$ cat src/sv/gai_pkg.sv
// ----------------------------------------------------------------------------
// gai_pkg
// Shared constants, register codes and the controller command bundle for the
// gyro angle integrator.
// ----------------------------------------------------------------------------
package gai_pkg;

    // calibration and accumulator sizing
    localparam int CAL_SAMPLES = 100;
    localparam int ANGLE_WIDTH = 48;
    localparam int CNT_W       = $clog2(CAL_SAMPLES + 1);

    // field widths
    localparam int RATE_W    = 16;
    localparam int ELAPSED_W = 16;
    localparam int WEIGHT_W  = 9;
    localparam int LIMIT_W   = 47;
    localparam int GAIN_W    = 32;
    localparam int OUT_W     = 16;

    // calibration sum and bias by reciprocal multiply; exact for rounded
    // magnitudes below 2^(CSUM_W-1) and sample counts below 2^7
    localparam int CSUM_W  = 24;
    localparam int DIV_K   = CSUM_W - 1 + 7;
    localparam int RECIP_W = DIV_K + 1;
    localparam int DPROD_W = CSUM_W + RECIP_W;
    localparam logic [RECIP_W-1:0] RECIP =
        RECIP_W'(((longint'(1) << DIV_K) + CAL_SAMPLES - 1) / CAL_SAMPLES);

    // Q8 unity for the smoother weight
    localparam int Q8_ONE = 256;

    // output saturation
    localparam int OUT_POS_MAX = 32767;
    localparam int OUT_NEG_MAX = 32768;

    // configuration port
    localparam int ADDR_W = 5;
    localparam int DATA_W = 64;
    localparam logic [1:0] REG_WEIGHT = 2'd0;
    localparam logic [1:0] REG_LIMIT  = 2'd1;
    localparam logic [1:0] REG_GAIN   = 2'd2;

    localparam logic [WEIGHT_W-1:0] WEIGHT_RST = 9'd128;
    localparam logic [LIMIT_W-1:0]  LIMIT_RST  = 47'd675521000;
    localparam logic [GAIN_W-1:0]   GAIN_RST   = 32'd63580;

    // controller to datapath commands
    typedef struct packed {
        logic load;
        logic cal_acc;
        logic div_init;
        logic div_mul;
        logic div_done;
        logic mul1;
        logic smooth;
        logic mul2;
        logic acc;
        logic abs_mag;
        logic clamp;
        logic map;
        logic out;
    } t_cmd;

endpackage

$ cat src/sv/gai_ctrl.sv
// ----------------------------------------------------------------------------
// gai_ctrl
// Sequencer: counts calibration beats, steps the bias reciprocal multiply and
// walks each sample through the datapath phases; owns the output valid flag.
// ----------------------------------------------------------------------------
module gai_ctrl (
    input  logic          i_clk,
    input  logic          i_rst_n,
    input  logic          i_in_valid,
    output logic          o_in_ready,
    input  logic          i_out_ready,
    output logic          o_out_valid,
    output gai_pkg::t_cmd o_cmd
);
    import gai_pkg::*;

    localparam logic [3:0] S_IDLE     = 4'd0;
    localparam logic [3:0] S_DIV_INIT = 4'd1;
    localparam logic [3:0] S_DIV      = 4'd2;
    localparam logic [3:0] S_DIV_DONE = 4'd3;
    localparam logic [3:0] S_MUL1     = 4'd4;
    localparam logic [3:0] S_SMOOTH   = 4'd5;
    localparam logic [3:0] S_MUL2     = 4'd6;
    localparam logic [3:0] S_ACC      = 4'd7;
    localparam logic [3:0] S_ABS      = 4'd8;
    localparam logic [3:0] S_CLAMP    = 4'd9;
    localparam logic [3:0] S_MAP      = 4'd10;
    localparam logic [3:0] S_OUT      = 4'd11;

    logic [3:0]           r_state,   n_state;
    logic [CNT_W-1:0]     r_cal_cnt, n_cal_cnt;
    logic                 r_out_valid, n_out_valid;
    t_cmd                 cmd;

    always_comb begin
        n_state   = r_state;
        n_cal_cnt = r_cal_cnt;
        cmd       = '0;
        case (r_state)
            S_IDLE: begin
                if (i_in_valid) begin
                    cmd.load = 1'b1;
                    if (r_cal_cnt < CNT_W'(CAL_SAMPLES)) begin
                        cmd.cal_acc = 1'b1;
                        n_cal_cnt   = r_cal_cnt + 1'b1;
                        if (n_cal_cnt == CNT_W'(CAL_SAMPLES)) begin
                            n_state = S_DIV_INIT;
                        end
                    end else begin
                        n_state = S_MUL1;
                    end
                end
            end
            S_DIV_INIT: begin
                cmd.div_init = 1'b1;
                n_state      = S_DIV;
            end
            S_DIV: begin
                cmd.div_mul = 1'b1;
                n_state     = S_DIV_DONE;
            end
            S_DIV_DONE: begin
                cmd.div_done = 1'b1;
                n_state      = S_IDLE;
            end
            S_MUL1: begin
                cmd.mul1 = 1'b1;
                n_state  = S_SMOOTH;
            end
            S_SMOOTH: begin
                cmd.smooth = 1'b1;
                n_state    = S_MUL2;
            end
            S_MUL2: begin
                cmd.mul2 = 1'b1;
                n_state  = S_ACC;
            end
            S_ACC: begin
                cmd.acc = 1'b1;
                n_state = S_ABS;
            end
            S_ABS: begin
                cmd.abs_mag = 1'b1;
                n_state     = S_CLAMP;
            end
            S_CLAMP: begin
                cmd.clamp = 1'b1;
                n_state   = S_MAP;
            end
            S_MAP: begin
                cmd.map = 1'b1;
                n_state = S_OUT;
            end
            S_OUT: begin
                // hold here while the previous result is still unclaimed
                if (!r_out_valid || i_out_ready) begin
                    cmd.out = 1'b1;
                    n_state = S_IDLE;
                end
            end
            default: begin
                n_state = S_IDLE;
            end
        endcase
    end

    always_comb begin
        n_out_valid = r_out_valid;
        if (r_out_valid && i_out_ready) begin
            n_out_valid = 1'b0;
        end
        if (cmd.out) begin
            n_out_valid = 1'b1;
        end
    end

    always_ff @(posedge i_clk) begin
        if (!i_rst_n) begin
            r_state     <= S_IDLE;
            r_cal_cnt   <= '0;
            r_out_valid <= 1'b0;
        end else begin
            r_state     <= n_state;
            r_cal_cnt   <= n_cal_cnt;
            r_out_valid <= n_out_valid;
        end
    end

    assign o_in_ready  = (r_state == S_IDLE);
    assign o_out_valid = r_out_valid;
    assign o_cmd       = cmd;

endmodule

$ cat config.mk
export PLATFORM = sky130hd
export DESIGN_NAME = gai_ctrl
export DESIGN_NICKNAME = d
export VERILOG_FILES = /design/src/sv/gai_pkg.sv /design/src/sv/gai_ctrl.sv
export SDC_FILE = /design/constraint.sdc
export NUM_CORES = 1
export LEC_CHECK = 0
export BUFFER_PORTS_ARGS = -buffer_cell sky130_fd_sc_hd__buf_2
export CAP_MARGIN = 20
export CORE_MARGIN = 2
export CORE_UTILIZATION = 53
export CTS_CLUSTER_SIZE = 12
export DETAILED_ROUTE_END_ITERATION = 10
export PLACE_DENSITY_LB_ADDON = 0.12
export SKIP_LAST_GASP = 1
export SLEW_MARGIN = 20
export SYNTH_ARGS = -nofsm -noshare
export SYNTH_HDL_FRONTEND = slang
export SYNTH_SLANG_ARGS = --single-unit
$ cat constraint.sdc
create_clock -name i_clk -period 4.7 [get_ports i_clk]
set_clock_uncertainty 0.05 [all_clocks]
set_input_delay 0.235 -clock i_clk [delete_from_list [all_inputs] [get_ports i_clk]]
set_output_delay 0.235 -clock i_clk [all_outputs]
set_load 0.02 [all_outputs]
**Word level (Yosys, flattened, before mapping)**

Cells that the tools add are included.
Widths: inputs -> output; s select.

- Word-level logic and storage cells: 49
- Flip-flop bits (word level): 12
- Output and inout bits: 15
- Input bits: 4

- Add/sub/neg operators: 1
- Reductions and logical operators: 7
- Equal/unequal tests: 15
- Multiplexer cells: 22
- Order comparisons: 1

Operator list:

| cell | count |
|---|---|
| $pmux 4 s11 | 1 |
| $eq 4x3->1 const B | 4 |
| $eq 4x4->1 const B | 4 |
| $mux 4 | 4 |
| $mux 1 | 15 |
| $eq 4x2->1 const B | 2 |
| $add 7x1->7 const B | 1 |
| $eq 7x7->1 const B | 1 |
| $lt 7x7->1 const B | 1 |
| $reduce_and 3->1 | 2 |
| $eq 4x1->1 const B | 1 |
| $logic_not 4->1 | 1 |
| $mux 2 | 2 |
| $ne 2x2->1 const B | 2 |
| $ne 3x2->1 const B | 1 |
| $reduce_bool 2->1 | 1 |
| $logic_and 1x1->1 | 1 |
| $logic_not 1->1 | 1 |
| $logic_or 1x1->1 | 1 |

**Logic depth before layout (Yosys ltp)**

- Depth in word-level cells: 6
- Gate-level depth with buffers: 7
- Depth with buffers taken out: 4

**Worst setup path after synthesis**

No wires, ideal clock.

- Kind: reg-to-reg
- From: register r_state[1]
- To: register r_cal_cnt[0]
- Arrival: 1,739 ps
- Required time: 4,578 ps
- Setup time: 72 ps
- Buffers on the path: 3
- Cell stages (with the launch flop): 8
- Slack: 2,839 ps
- Clock period less this slack: 1,861 ps
- Path through: dfxtp_1 -> buf_6 -> or4_4 -> buf_6 -> inv_1 -> and3_1 -> buf_2 -> mux2i_1

- Cells in the longest elaborated chain, start to end: 2

Ends and longest elaborated chain:

| item | line | RTL |
|---|---|---|
| start, declared | gai_ctrl.sv:30 | `logic [3:0] r_state, n_state;` |
| start signal, assigned | gai_ctrl.sv:123 | `r_state <= n_state;` |
| $logic_not 4->1 | -- |  |
| named net o_in_ready | gai_ctrl.sv:10 | `output logic o_in_ready,` |
| $reduce_and 3->1 (no source line) | -- |  |
| end signal, assigned | gai_ctrl.sv:124 | `r_cal_cnt <= n_cal_cnt;` |
| end, declared | gai_ctrl.sv:31 | `logic [CNT_W-1:0] r_cal_cnt, n_cal_cnt;` |

The timed path passes the listed nets, and every way through them passes these cells.
A chain may end at the register's enable or synchronous reset.

==> results by group <==
CTS
  • Max clock buf depth: 2
  • Clock transition at the registers of the reported paths: approximately 80 ps
  • Num CTS Buffers: 3
  • CTS tree: yes
  • Root Buffer: clkbuf_4
  • Post-CTS Setup Repair Bufs: 0
  • Htree depth: 1
  • Clock Sinks: 12
  • CTS resizes: 0
  • # hold bufs at CTS: 0
  • Worst skew pair latency: ~270 ps

Logic synthesis
  • Mapped Nets: 98
  • Async S/R FF share, synth: 0%
  • Sequential area share after synthesis: 33.39%
  • Number of flops mapped to enable cells by yosys: 0
  • Synth warn: 0
  • Synthesized area per cell: about 7.7 sq um
  • Top FF cell, synth: dfxtp_1
  • Yosys reg bits: 12
  • Cell variety after synth: 32
  • Cell Area, Synth: 719.4 sq um
  • Mapped Cells: between 90 and 100

Timing
  • Peak Freq: approximately 480 MHz
  • Slew Limit Fails: 0
  • Final Setup Violations: 0
  • RSZ-0062 raised after global routing: false
  • Crit path time final: between 2000 and 2500 ps
  • Setup tns final: 0 ps
  • Rel. slew slack: between 70% and 80%
  • Slew @ Worst Pin: 427.6 ps
  • Final period utilization: 44.17%
  • Final Hold Viols: 0

Routing
  • Drt drc: 0
  • DR WL/cell: around 12 um
  • Via density: approximately 5.7
  • DR vias: between 700 and 800
  • Iter 0 DRT Violations: 16
  • WL final: 1.461 mm
  • Antenna viol nets, final: 0
  • TritonRoute pass-1 iters: 4

Place
  • Post-Place Cells: 119
  • Placed Area: 780.7 sq um
  • DP Wirelength: 1.110 mm
  • Routability congestion estimate: about 0.84
  • PortBufs: 18

Layout
  • Fin util: between 60% and 70%
  • Share of layout cells above drive strength 1: approximately 23%
  • Most frequent cells in the layout: 18 x buf_2, 15 x nand2_1, 12 x dfxtp_1
  • Nets: approximately 110
  • Commonest non-fill, non-tap cell in the layout: buf_2
  • Fin cells: roughly 120
  • Area growth, synth to finish: 13.57%
  • ANT cells: 0
  • Fin area: around 820 sq um

Setup path
  • CP startpoint kind: flip-flop
  • Critical Path AT: 1790 ps
  • Critical path depth: 4
  • Critical path type: flip-flop to output pin
  • CP cell instances: or4_4 -> inv_1 -> and3_1 -> buf_2
  • WP buf/inv: 2
  • CP required: about 4400 ps
  • CP max stage cell: or4_4
  • Worst setup EP type: output pin
  • Reg2reg path depth: 3
  • Crit Path Max Fanout: 9
  • Slowest stage delay, CP: about 600 ps
  • CP top delay family: simple AND/OR/NAND/NOR gates

Worst hold path
  • Hold Crit Class: input pin to flip-flop
  • WHS Path Cells: 2

Die
  • Die Y: about 41 um
  • Die Area: approximately 1700 sq um
  • Row cnt: 13
  • Initial Util: 55.99%
  • Core region area: about 1300 sq um
  • Die Width: 40.85 um
  • I/O pin count: 19

Global route
  • GRT overflow: 0
  • Largest net degree at the start of global routing: 13
  • First-pass GRT wire length: about 2.4 mm
  • Total Routing Usage GR: 21.98%
  • Antenna violations before repair: 0
  • Vias in the first global route: approximately 560

Power
  • Comb power frac: between 10% and 20%
  • Clock power share: ~35%
  • Flop pwr share: around 48%
  • Max VDD drop: ~0.16 mV
  • Internal Power: between 0.00015 and 0.0002 W
  • Psw: ~0.000066 W
  • P_leak: about 0.35 nW
  • Power Density: between 200 and 300 nW/um^2
  • Switching Share: 28.22%

Job
  • Max cap viols: 0

Status
  • Status: completed
-- cell families after synthesis --
family          synth area share (%)
simple gates                   33.22
compound gates                 16.35
buf+inv                        9.738
flops                          33.39
mux                            5.565
fa+ha+maj                      1.739
-- flip-flops by register name, indices dropped and copies added (netlist names) --
signal	flops
r_cal_cnt	7
r_state	4
o_out_valid	1
-- metrics by stage --
stage | worst slack (ps) | hold slack [ps] | total power (W)
2_1_floorplan | 2839 | 339.8 | 0.0001479
3_3_place_gp | 2966 | 419.7 | 0.0001530
3_5_place_dp | 2931 | 432.5 | 0.0001536
4_1_cts | 2623 | 245.8 | 0.0002356
5_1_grt | 2546 | 248.6 | 0.0002465
6_report | 2624 | 247.9 | 0.0002340
-- synthesized netlist by cell type (3+ instances only) --
cell type | number | area [sq um]
nor3_1 | 8 | 40.04
dfxtp_1 | 12 | 240.2
inv_1 | 6 | 22.52
a21oi_1 | 3 | 15.01
nor2_1 | 6 | 22.52
nor4_1 | 5 | 31.28
nand2_1 | 15 | 56.30
mux2i_1 | 4 | 40.04
nand2b_1 | 5 | 31.28
-- final cells by class --
class	instances	area [sq um]
fill	114	467.9
multi-input combinational	68	409.1
sequential	12	240.2
timing repair buffer	18	90.09
clock buffer	4	36.28
inverter	6	22.52
tap	15	18.77
-- final timing paths --
path	from	end	slack, ps
worst min register to register	r_cal_cnt[1]	r_cal_cnt[1]	430
worst min-delay path	i_rst_n	r_cal_cnt[6]	250
worst max-delay path	r_state[1]	o_cmd[11]	2620
worst max register to register	r_state[1]	r_cal_cnt[2]	2930
-- routing by layer --
layer	vias to the layer above	part of all wire [%]	track usage (%)
li1	366	-	-
met1	325	50	31.02
met5	-	0	0
met2	10	45	31.25
met4	0	1.4	10.00
met3	4	3.1	4.891
-- power groups by stage --
| stage | sequential, W | clock [W] | combinational (W) |
|---|---|---|---|
| after CTS | 0.000111 | 0.0000842 | 0.0000400 |
| after detailed placement | 0.000114 | 0 | 0.0000397 |
| after floorplan | 0.000112 | 0 | 0.0000364 |
| after global placement | 0.000113 | 0 | 0.0000397 |
| after global routing | 0.000112 | 0.0000899 | 0.0000442 |
| final | 0.000111 | 0.0000827 | 0.0000399 |
Power figures use the tool's default switching activity.
